===== config.mk =====
export PLATFORM = sky130hd
export DESIGN_NAME = cbez_weights
export DESIGN_NICKNAME = d
export VERILOG_FILES = /design/src/rtl/cubic_bezier_point_evaluator_defines.svh /design/src/rtl/cbez_pkg.sv /design/src/rtl/cbez_weights.sv
export SDC_FILE = /design/constraint.sdc
export NUM_CORES = 2
export LEC_CHECK = 0
export ABC_AREA = 0
export BUFFER_PORTS_ARGS = -buffer_cell sky130_fd_sc_hd__buf_2
export CORE_ASPECT_RATIO = 1.5
export CORE_MARGIN = 2
export CORE_UTILIZATION = 65
export CTS_CLUSTER_SIZE = 16
export DETAILED_ROUTE_END_ITERATION = 10
export PLACE_DENSITY_LB_ADDON = 0.1
export SYNTH_ARGS = -nofsm -noshare
export SYNTH_HDL_FRONTEND = slang
export SYNTH_SLANG_ARGS = --single-unit

===== constraint.sdc =====
create_clock -name clock -period 11.9 [get_ports clock]
set_clock_uncertainty 0.15 [all_clocks]
set_input_delay 0 -clock clock [delete_from_list [all_inputs] [get_ports clock]]
set_output_delay 0 -clock clock [all_outputs]
set_load 0.02 [all_outputs]

===== src/rtl/cubic_bezier_point_evaluator_defines.svh =====
// ----------------------------------------------------------------------------
// Cubic Bezier point evaluator - assertion macros
// Shared concurrent check forms used by the RTL of the evaluator.
// ----------------------------------------------------------------------------
`ifndef CUBIC_BEZIER_POINT_EVALUATOR_DEFINES_SVH
`define CUBIC_BEZIER_POINT_EVALUATOR_DEFINES_SVH

// same-cycle implication, masked during reset
`define CBEZ_ASSERT_IMP(label, clk, rst, ante, cons) \
   label: assert property (@(posedge clk) disable iff (rst) (ante) |-> (cons)) \
      else $error("cbez: same-cycle check failed");

// next-cycle implication, masked during reset
`define CBEZ_ASSERT_NXT(label, clk, rst, ante, cons) \
   label: assert property (@(posedge clk) disable iff (rst) (ante) |=> (cons)) \
      else $error("cbez: next-cycle check failed");

`endif


===== src/rtl/cbez_pkg.sv =====
// ----------------------------------------------------------------------------
// Cubic Bezier point evaluator - package
// Widths, pipeline geometry and shared types of the evaluator.
// ----------------------------------------------------------------------------
`default_nettype none

package cbez_pkg;

   localparam int K_W        = 10;  // step index
   localparam int COORD_W    = 12;  // control point and result coordinate
   localparam int W_W        = 3 * K_W;  // Bernstein weight, sum is S^3
   localparam int PROD_W     = W_W + COORD_W + 1;
   localparam int MAG_W      = PROD_W - 1;
   localparam int QUO_W      = COORD_W;
   localparam int DIV_BITS   = 2;   // quotient bits resolved per divider stage
   localparam int DIV_STAGES = QUO_W / DIV_BITS;
   localparam int NSTAGE     = 7 + DIV_STAGES;  // total register stages
   localparam int REQ_DATA_W = 16;
   localparam int RSP_DATA_W = 2 * COORD_W;
   localparam int NUM_REGS   = 8;
   localparam int IDX_W      = 3;

   typedef logic [W_W-1:0]            weight_type;
   typedef logic signed [COORD_W-1:0] coord_type;

   typedef enum logic [IDX_W-1:0] {
      REG_P0_X = 3'd0,
      REG_P0_Y = 3'd1,
      REG_P1_X = 3'd2,
      REG_P1_Y = 3'd3,
      REG_P2_X = 3'd4,
      REG_P2_Y = 3'd5,
      REG_P3_X = 3'd6,
      REG_P3_Y = 3'd7
   } reg_index_type;

endpackage

`default_nettype wire


===== src/rtl/cbez_weights.sv =====
// ----------------------------------------------------------------------------
// Cubic Bezier point evaluator - weight generator
// Two stages: saturate k and form the squares, then the four cubic weights.
// ----------------------------------------------------------------------------
`default_nettype none

module cbez_weights #(
   parameter int STEPS = 1000
) (
   input  logic                                clock,
   input  logic [1:0]                          en,
   input  logic [cbez_pkg::K_W-1:0]            step_index,
   output cbez_pkg::weight_type [3:0]          weight
);

   localparam int KW = cbez_pkg::K_W;
   localparam int WW = cbez_pkg::W_W;
   localparam logic [KW-1:0] S_K = KW'(STEPS);

   logic [KW-1:0]   k_sat;
   logic [KW-1:0]   u_val;
   logic [KW-1:0]   k_ff, k_in;
   logic [KW-1:0]   u_ff, u_in;
   logic [2*KW-1:0] uu_ff, uu_in;
   logic [2*KW-1:0] uk_ff, uk_in;
   logic [2*KW-1:0] kk_ff, kk_in;
   logic [WW-1:0]   t1;
   logic [WW-1:0]   t2;
   cbez_pkg::weight_type [3:0] w_ff, w_in;

   always_comb begin
      k_sat = (step_index > S_K) ? S_K : step_index;
      u_val = S_K - k_sat;
      k_in  = k_sat;
      u_in  = u_val;
      uu_in = (2*KW)'(u_val) * (2*KW)'(u_val);
      uk_in = (2*KW)'(u_val) * (2*KW)'(k_sat);
      kk_in = (2*KW)'(k_sat) * (2*KW)'(k_sat);
   end

   // times three by shift and add; every weight is bounded by S^3
   always_comb begin
      t1      = WW'(uu_ff) * WW'(k_ff);
      t2      = WW'(uk_ff) * WW'(k_ff);
      w_in[0] = WW'(uu_ff) * WW'(u_ff);
      w_in[1] = WW'({t1, 1'b0} + {1'b0, t1});
      w_in[2] = WW'({t2, 1'b0} + {1'b0, t2});
      w_in[3] = WW'(kk_ff) * WW'(k_ff);
   end

   always_ff @(posedge clock) begin
      if (en[0]) begin
         k_ff  <= k_in;
         u_ff  <= u_in;
         uu_ff <= uu_in;
         uk_ff <= uk_in;
         kk_ff <= kk_in;
      end
      if (en[1]) begin
         w_ff <= w_in;
      end
   end

   assign weight = w_ff;

endmodule

`default_nettype wire


; Word level (Yosys, flattened, before mapping)
; Cells that the tools add are included.
[totals]
reg_bits = 200
input_bits = 13
output_inout_bits = 120
word_cells = 21
[op_classes]
addsub = 3
n_mul = 7
order_cmp = 1
n_mux = 1
[op_table]
columns = operator, n
row1 = $mul 20x10->30, 4
row2 = $add 30x30->30, 2
row3 = $mul 10x10->20, 3
row4 = $gt 10x10->1 const B, 1
row5 = $mux 10, 1
row6 = $sub 10x10->10 const A, 1

; Logic depth before layout (Yosys ltp)
[logic_depth]
depth_word = 4
mapped_depth = 35
depth_no_buf = 33

; Least setup slack after synthesis
; No wires, ideal clock.
[synth_path]
kind = register -> register
startpoint = register k_ff[1]
endpoint = register w_ff (netlist bit weight[89]) (data pin)
setup_ns = 0.268
arrival_time_ns = 7.944
setup_slack_ns = 3.539
path_stages_with_launch = 35
period_less_slack_ns = 8.361
cell_sequence = edfxtp_1 -> clkbuf_1 -> clkbuf_1 -> nand2_1 -> fa_1 -> inv_1 -> fa_1 -> inv_1 -> fa_1 -> inv_1 -> fa_1 -> inv_1 -> fa_1 -> inv_1 -> ha_1 -> a21o_1 -> a21oi_1 -> or3b_1 -> o311a_1 -> nor2_1 -> o21ai_0 -> a21o_1 -> a21oi_1 -> xnor2_1 -> ha_1 -> and4_1 -> nand2_1 -> nor3_1 -> a31oi_1 -> and3_1 -> a21oi_1 -> a31oi_1 -> nor4_1 -> a2111oi_0 -> xnor3_1
[synth_rtl]
columns = element, line
row1 = start: declaration, cbez_weights.sv:22  ; logic [KW-1:0] k_ff, k_in;
row2 = start signal: assignment, cbez_weights.sv:53  ; k_ff <= k_in;
row3 = end signal: assignment, cbez_weights.sv:60  ; w_ff <= w_in;
row4 = end: declaration, cbez_weights.sv:29  ; cbez_pkg::weight_type [3:0] w_ff, w_in;

==> flow_summary.ini <==
[status]
outcome = completed

[synth]
yosysWarnings = 0
ys_dominant_reg_cell = edfxtp_1
synth_most_common_cell = inv_1
ys_seq_area_share_pct = 13.98
synth-simple-area-share_pct = 15.06
synthTopCellsByCount = inv_1, fa_1, nand2_1, ha_1, and2_1
netlist_instances = 4356
synth_compound_area_share_pct = 7.622
netlist_area_sq_mm = 0.04081
synth_top_family_by_area = adder cells
synthDistinctLibCells = 76
synth_top_area_cell = fa_1
avgSynthCellArea_sq_um = 9.368
synth_edf_count = 190
synth.area.top_cells = fa_1, ha_1, edfxtp_1
muxShareOfSynthArea_pct = 0.1012
synthXorXnorAreaFrac_pct = 4.467
synth-seq-cells = 190
synth_top_area_share_pct = 34.68
synthAdderAreaFrac_pct = 49.25
async_flop_share_pct = 0

[global_routing]
grt_usage_pct = 30.17
grt_first_pass_wirelength_um = 155200
grt-ovfl-total = 0
grt_pass1_vias = 31680
grt_max_degree = 74
antenna_found_initial = 0

[timing]
rsz0062_at_grt = false
finalMaxSlewViolations = 0
setup_viol = 0
relSlewSlack_pct = 28.72
hold_viol = 0
fmax_mhz = 108.3
max_slew.worst_pin.slew_ns = 1.067
post-route-min-period_ns = 9.235
fin_tns_setup_ns = 0
finalCritPeriodShare_pct = 77.61

[worst_hold_path]
hp-start = en[0]
hold_class = in -> reg

[placed_design]
hpwl_um = 74010
port_buffers = 132
gp_congestion = 0.8724
dpl_cell_area_sq_mm = 0.04207

[clocking]
clk-insertion-delay-late_ns = 0.53
cts_buffers = 17
cts_resized = 0
cts_tree = done
cts_max_path_buffers = 2
root_buffer = clkbuf_16
cts.sinks = 190
path_clk_slew_ns = 0.09
htreeDepth = 4

[drt]
drc_errors = 0
viasPerCell = 5.718
first_iter_violations = 1575
wl_per_cell_um = 17.82
routed_wl_um = 92470
ant_nets = 0
drt_first_pass_iters = 5
vias = 29670

[critical_path]
max_stage_delay_ns = 0.90
path_buf_inv = 5
crit_type = reg -> reg
cp_top_family = adder cells
rrSetupSlack_ns = 2.66
setup.worst_path.end_class = flip-flop
r2r_start = k_ff[3]
setup.worst_path.start_class = flip-flop
arrival_ns = 9.35
crit_required_ns = 12.01
startpoint = k_ff[3]
critical_path.max_fanout = 20
slowest_stage = edfxtp_1

[floorplan]
die_w_um = 208.6
io_pins = 133
coreArea_sq_mm = 0.06222
start_util_pct = 65.59
rows = 112
die_area_sq_mm = 0.06484
die_y_um = 310.9

[layout]
syn2layout_area_growth_pct = 4.642
layout.nets = 5572
drive_above_1_share_pct = 4.943
final_design_area_no_fill_sq_mm = 0.04270
antenna-diode-count = 0

[flow_run]
cap_violations = 0
-- layout make-up --
class,count,area (sq um)
clock buffer,17,425.4
clock inverter,15,127.6
fill,5107,19520
inverter,847,3179
multi-input combinational,3147,31270
sequential,190,5705
tap,798,998.5
timing repair buffer,174,998.5
-- metal layers --
metal	up-vias	global-route usage (%)	routed length (um)
met5	-	0	0
met1	15010	35.78	35550
met3	215	3.502	3975
li1	13640	-	-
met4	0	15.71	4828
met2	798	53.87	48120
-- repair_timing --
action                     4_1_cts  5_1_grt
setup endpoints to repair        0        0
buffers inserted                 0        0
hold endpoints to repair        62        0
hold buffers                     8        0
-- sequential cells by signal, indices dropped and copies added (netlist names) --
signal  count
k_ff       10
weight    117
kk_ff      17
uk_ff      19
uu_ff      18
u_ff        9
-- worst paths after layout --
kind	depth (start not counted)	end
worst max register to register	32	weight[89]
worst max-delay path	32	weight[89]
worst min-delay path	2	k_ff[8]
worst min register to register	1	weight[0]
-- cells by family after synthesis --
logic type,count (synthesis)
compound gates,469
xor+xnor,205
fa+ha+maj,1182
buf+inv,1030
flops,190
mux,4
other cells,2
simple gates,1274
-- cell usage in the layout (no fill, tap or decap), types with 35 or more instances in the layout --
cell type	n
nor2b_1	38
and2_1	323
nand2_1	572
inv_1	843
nor3_1	43
edfxtp_1	190
and3_1	47
a21o_1	56
a21oi_1	158
o21ai_0	58
xor2_1	51
ha_1	475
buf_4	35
buf_2	131
o21bai_1	35
xnor2_1	152
fa_1	707
nor2_1	145
-- metrics by stage --
step	worst slack [ns]	hold WS, ns	util [%]	cells
2_1_floorplan	3.539	-0.03750	-	4367
3_3_place_gp	3.138	0.2909	67.61	5148
3_5_place_dp	2.781	0.2915	67.61	5148
4_1_cts	2.751	0.1332	68.63	5188
5_1_grt	2.091	0.1768	68.63	5188
6_report	2.665	0.1406	68.63	5188
Power is left out: the tool's default activity adds up to more than one toggle a clock period on the data nets, which glitch-free logic cannot reach.
