[src/rtl/cubic_bezier_point_evaluator_defines.svh]
// ----------------------------------------------------------------------------
// Cubic Bezier point evaluator - assertion macros
// Shared concurrent check forms used by the RTL of the evaluator.
// ----------------------------------------------------------------------------
`ifndef CUBIC_BEZIER_POINT_EVALUATOR_DEFINES_SVH
`define CUBIC_BEZIER_POINT_EVALUATOR_DEFINES_SVH

// same-cycle implication, masked during reset
`define CBEZ_ASSERT_IMP(label, clk, rst, ante, cons) \
   label: assert property (@(posedge clk) disable iff (rst) (ante) |-> (cons)) \
      else $error("cbez: same-cycle check failed");

// next-cycle implication, masked during reset
`define CBEZ_ASSERT_NXT(label, clk, rst, ante, cons) \
   label: assert property (@(posedge clk) disable iff (rst) (ante) |=> (cons)) \
      else $error("cbez: next-cycle check failed");

`endif

[src/rtl/cbez_pkg.sv]
// ----------------------------------------------------------------------------
// Cubic Bezier point evaluator - package
// Widths, pipeline geometry and shared types of the evaluator.
// ----------------------------------------------------------------------------
`default_nettype none

package cbez_pkg;

   localparam int K_W        = 10;  // step index
   localparam int COORD_W    = 12;  // control point and result coordinate
   localparam int W_W        = 3 * K_W;  // Bernstein weight, sum is S^3
   localparam int PROD_W     = W_W + COORD_W + 1;
   localparam int MAG_W      = PROD_W - 1;
   localparam int QUO_W      = COORD_W;
   localparam int DIV_BITS   = 2;   // quotient bits resolved per divider stage
   localparam int DIV_STAGES = QUO_W / DIV_BITS;
   localparam int NSTAGE     = 7 + DIV_STAGES;  // total register stages
   localparam int REQ_DATA_W = 16;
   localparam int RSP_DATA_W = 2 * COORD_W;
   localparam int NUM_REGS   = 8;
   localparam int IDX_W      = 3;

   typedef logic [W_W-1:0]            weight_type;
   typedef logic signed [COORD_W-1:0] coord_type;

   typedef enum logic [IDX_W-1:0] {
      REG_P0_X = 3'd0,
      REG_P0_Y = 3'd1,
      REG_P1_X = 3'd2,
      REG_P1_Y = 3'd3,
      REG_P2_X = 3'd4,
      REG_P2_Y = 3'd5,
      REG_P3_X = 3'd6,
      REG_P3_Y = 3'd7
   } reg_index_type;

endpackage

`default_nettype wire

[src/rtl/cbez_combine.sv]
// ----------------------------------------------------------------------------
// Cubic Bezier point evaluator - coordinate combiner
// Weighted products, two-level sum, then sign and magnitude of the numerator.
// ----------------------------------------------------------------------------
`default_nettype none

module cbez_combine (
   input  logic                              clock,
   input  logic [3:0]                        en,
   input  cbez_pkg::weight_type [3:0]        weight,
   input  cbez_pkg::coord_type  [3:0]        coord,
   output logic [cbez_pkg::MAG_W-1:0]        mag,
   output logic                              neg
);

   localparam int PW = cbez_pkg::PROD_W;
   localparam int MW = cbez_pkg::MAG_W;
   localparam int WW = cbez_pkg::W_W;

   logic signed [WW:0]   ws     [4];
   logic signed [PW-1:0] prod_ff[4];
   logic signed [PW-1:0] prod_in[4];
   logic signed [PW-1:0] s01_ff, s01_in;
   logic signed [PW-1:0] s23_ff, s23_in;
   logic signed [PW-1:0] num_ff, num_in;
   logic signed [PW-1:0] num_neg;
   logic [PW-1:0]        abs_val;
   logic [MW-1:0]        mag_ff, mag_in;
   logic                 neg_ff, neg_in;

   always_comb begin
      for (int i = 0; i < 4; i++) begin
         ws[i]      = $signed({1'b0, weight[i]});
         prod_in[i] = ws[i] * $signed(coord[i]);
      end
   end

   assign s01_in  = prod_ff[0] + prod_ff[1];
   assign s23_in  = prod_ff[2] + prod_ff[3];
   assign num_in  = s01_ff + s23_ff;
   assign num_neg = -num_ff;
   assign neg_in  = num_ff[PW-1];
   assign abs_val = neg_in ? num_neg : num_ff;
   assign mag_in  = abs_val[MW-1:0];

   always_ff @(posedge clock) begin
      if (en[0]) begin
         for (int i = 0; i < 4; i++) begin
            prod_ff[i] <= prod_in[i];
         end
      end
      if (en[1]) begin
         s01_ff <= s01_in;
         s23_ff <= s23_in;
      end
      if (en[2]) begin
         num_ff <= num_in;
      end
      if (en[3]) begin
         mag_ff <= mag_in;
         neg_ff <= neg_in;
      end
   end

   assign mag = mag_ff;
   assign neg = neg_ff;

endmodule

`default_nettype wire

[config.mk]
export PLATFORM = sky130hd
export DESIGN_NAME = cbez_combine
export DESIGN_NICKNAME = d
export VERILOG_FILES = /design/src/rtl/cubic_bezier_point_evaluator_defines.svh /design/src/rtl/cbez_pkg.sv /design/src/rtl/cbez_combine.sv
export SDC_FILE = /design/constraint.sdc
export NUM_CORES = 2
export LEC_CHECK = 0
export CAP_MARGIN = 5
export CELL_PAD_IN_SITES_DETAIL_PLACEMENT = 0
export CELL_PAD_IN_SITES_GLOBAL_PLACEMENT = 1
export CORE_MARGIN = 2
export CORE_UTILIZATION = 45
export CTS_CLUSTER_DIAMETER = 50
export DETAILED_ROUTE_END_ITERATION = 6
export DONT_BUFFER_PORTS = 1
export MAX_ROUTING_LAYER = met4
export PLACE_DENSITY = 0.75
export SETUP_SLACK_MARGIN = 0.02
export SLEW_MARGIN = 0
export SYNTH_ARGS = -nofsm -noshare
export SYNTH_HDL_FRONTEND = slang
export SYNTH_SLANG_ARGS = --single-unit
[constraint.sdc]
create_clock -name clock -period 9.7 [get_ports clock]
set_input_delay 0.485 -clock clock [delete_from_list [all_inputs] [get_ports clock]]
set_output_delay 0.485 -clock clock [all_outputs]
set_load 0.01 [all_outputs]
Word level (Yosys, flattened, before mapping):

Memory sizes are Yosys's and may differ from the RTL's.
Cells that the tools add are included.

* memory bits (writable): 172
* logic and storage cells: 17
* register bits: 172
* memories: 1
* input bits: 173

Memories
* prod_ff: words 4, width 43, read ports 4, clocked after Yosys merged registers in 0, wr ports 4, RTL line cbez_combine.sv:21 `logic signed [PW-1:0] prod_ff[4];`

* $add $sub $neg: 4
* muxes and demuxes: 3
* multipliers: 4

Operator list (count)
* $mul 31x12->43: 4
* $add 43x43->43: 3
* $mux 42: 1
* $neg 42->42: 1
* $mux 1: 2

Logic depth before layout (Yosys ltp):

* depth in word-level cells: 2
* depth in mapped cells: 24

Worst setup path after synthesis:

OpenSTA, ideal clock, no wires.

* path type: input port to flip-flop
* start point: input coord[3] (netlist name)
* end point: memory prod_ff[0][41] (netlist name) (data pin)
* path buffers: 1
* data arrival time: 6.055 ns
* cell stages on the path: 21
* setup slack: 3.387 ns
* cells stage by stage: clkbuf_1 > nand2_1 > fa_1 > fa_1 > fa_1 > inv_1 > fa_1 > inv_1 > fa_1 > inv_1 > ha_1 > a21o_1 > a21o_1 > a221oi_1 > nor3_1 > o31ai_1 > a21oi_1 > a221o_1 > a221o_1 > a21oi_1 > xnor2_1

RTL lines
* start, declared: RTL line cbez_combine.sv:11 `input cbez_pkg::coord_type [3:0] coord,`
* end, declared: RTL line cbez_combine.sv:21

==> results.md <==
- Status: finished, final reports clean
- Hold Vio Cnt, Final: 0
- Crit-path max FO: 26
- Sequential area share after synthesis: 0.161
- Syn Nets: 8850
- Critical path launch point type: input pin
- Final WS setup: 2.74 ns
- Core region area: 141000 um2
- Port bufs: 0
- Vias/cell: 5.27
- Slew Viols, Final: 0
- Cell count after placement: 8530
- Root Buffer: clkbuf_16
- Synth top area share: 0.352
- Via count: 45500
- Slowest-stage cell, CP: a221oi_1
- Global-route usage over all layers: 0.231
- Crit path time final: 6.96 ns
- Gate count of the mapped netlist: 6975
- Clock insertion delay at the later pin of the skew report: 0.59 ns
- Post-cts resize count: 0
- Max cap viols: 0
- Count of distinct cell types in the synthesized netlist: 64
- CTS Buf Count: 51
- Pre-CTS WS: 2.22 ns
- Mean Syn Cell Area: 9.19 um2
- First-pass GRT wire length: 263000 um
- CTS tree: yes
- Async S/R FF share, synth: 0
- Fin Clk Skew: 0.0182 ns
- Worst slew pin tran: 1.19 ns
- FILL cells: 13600
- Largest stage delay on the critical path: 0.79 ns
- DRT Wirelength: 159000 um
- Setup TNS: 0 ns
- Worst Path Arrival: 7.30 ns
- CTS H-tree depth: 2
- Max clock buf depth: 3
- CTS clock-pin slew for the worst setup and hold paths: 0.06 ns
- DR WL/cell: 18.4 um
- GPL Wtd Cong: 0.929
- Hold Crit Class: input pin to flip-flop
- Initial antenna violation count: 6
- DR pass1 iterations: 5
- RSZ-0062 raised after global routing: no
- GR Overflow Total: 0
- Slew headroom: 0.207
- WL met1: 74800 um
- Yosys warns: 0
- Area grow syn2layout: 4.64%
- Crit-path cells: clkinv_1 > nor2_1 > fa_1 > fa_1 > fa_1 > fa_1 > inv_1 > fa_1 > inv_1 > ha_1 > and3_1 > a221oi_1 > nor3_1 > o31ai_1 > a21oi_1 > a221o_1 > a221o_1 > a21oi_1 > xnor2_1
- DR top layer: met4
- Synth top area cells: fa_1 35%, edfxtp_1 16%, ha_1 11%, inv_1 8.4%, nand2_1 6.7%
- Fin cells: 8627
- Top cell type by total area after synthesis: fa_1
- Starting Density: 0.453
- Metal3 WL: 8300 um
- Flops & latches, synth: 344
- Io pins: 216
- Synth Flop Type: edfxtp_1
- Antenna-violating nets left: 0
- Largest net degree at the start of global routing: 173
- WP buf/inv: 3
- Tcrit/Tclk final: 0.718
- Ant. Diodes: 0
- Delay-heaviest family, CP: adder cells
- Share of layout cells above drive strength 1: 0.0177
- Final setup viols: 0
- DP Wirelength: 129000 um
- Met2 wire length: 73700 um
- Vias in the first global route: 48400
- Final nets: 8571
- Die Span X: 381 um
- Initial drt markers: 2836
- CP Data Required Time: 10.04 ns
- Die area: 145000 um2
- Rows: 138
- Synthesized area: 64100 um2
- Critical path capture point type: flip-flop
- Post-synth EDFFs: 344
- DRC Markers: 0
- Clk sinks: 344
- Critical path's most frequent cell: fa_1
- Die height: 381 um
- Fmax: 144 MHz
- WS Path Type: input pin to flip-flop
[through the flow]
stage | instance area [um2] | hold slack (ns) | utilization
after global routing | 67100 | 0.00936 | 0.474
after global placement | 65200 | 0.497 | 0.461
after CTS | 67100 | 0.00252 | 0.474
after detailed placement | 65200 | 0.503 | 0.461
after floorplan | 64100 | 0.424 | -
final | 67100 | 0.0491 | 0.474
[flip-flops by register name, indices dropped and copies added, names as in the netlist]
register	flops
prod_ff	172
s01_ff	43
neg	1
mag	42
s23_ff	43
num_ff	43
[what timing repair did]
item                                    in CTS  in global routing
setup buffers                                0                  0
hold endpoints to repair                    86                  3
endpoints found under the setup margin       0                  0
hold buffers                                 2                  1
[cell usage after synthesis, types with 49 or more instances]
master       n
xnor2_1    216
fa_1      1127
a21o_1     199
a21oi_1    267
inv_1     1429
o21ai_0    143
nand3_1     49
clkbuf_1   331
edfxtp_1   344
nand4_1     50
and2_1     372
nor2_1     201
ha_1       575
xor2_1      94
nand2_1   1143
[placed cells by master, fill, tap and decap left out, types with 12 or more instances in the layout]
cell type and n:
xnor2_1 216, a211oi_1 29, o21bai_1 33, xor2_1 94, inv_1 1429, and4_1 13, nand4_1 50, nand3_1 49
a41oi_1 16, o21a_1 25, and3_1 24, edfxtp_1 344, a21boi_0 12, ha_1 575, clkbuf_16 52, fa_1 1127
nor2b_1 30, o21ai_0 143, a21o_1 199, nand2_1 1143, nor3_1 18, nor2_1 201, a21oi_1 267, a31oi_1 23
nand2b_1 46, and2_1 372, o31ai_1 26
[path summary, 6_finish.rpt]
kind                                          start                  endpoint  slack, ns  cells after the start
worst max-delay path                      coord[11]  prod_ff[0][41]$_DFFE_PP_       2.74                     19
worst min-delay path                          en[1]       s01_ff[4]$_DFFE_PP_       0.05                      0
worst max register to register  s01_ff[0]$_DFFE_PP_      num_ff[40]$_DFFE_PP_       5.54                     13
worst min register to register  num_ff[0]$_DFFE_PP_          mag[0]$_DFFE_PP_       0.51                      0
[layout make-up]
type                    count  area, um2  share of cell area
multi-input cells        4864      47100               0.703
clock inverters            37        490             0.00731
repair buffers              5       65.1            0.000970
inverters                1430       5370              0.0800
clock buffers              57       1320              0.0197
flip-flops and latches    344      10300               0.154
well taps                1890       2360              0.0353
[kinds of logic (layout without fill, tap and decap cells)]
kind of cell | Yosys count | count (layout) | synth area share
xor+xnor | 310 | 310 | 0.0424
buf+inv | 1767 | 1529 | 0.103
simple gates | 1989 | 1989 | 0.142
fa+ha+maj | 1702 | 1702 | 0.464
flops | 344 | 344 | 0.161
compound gates | 863 | 863 | 0.0869
[routing by layer]
layer / GRT usage / vias to the layer above
li1: - / 21100
met1: 0.328 / 23200
met2: 0.366 / 1058
met3: 0.0246 / 132
met4: 0.0351 / 0
met5: - / -
Power is not shown: default switching activity piles up to over one toggle a cycle in this logic, so the estimate is an artifact.
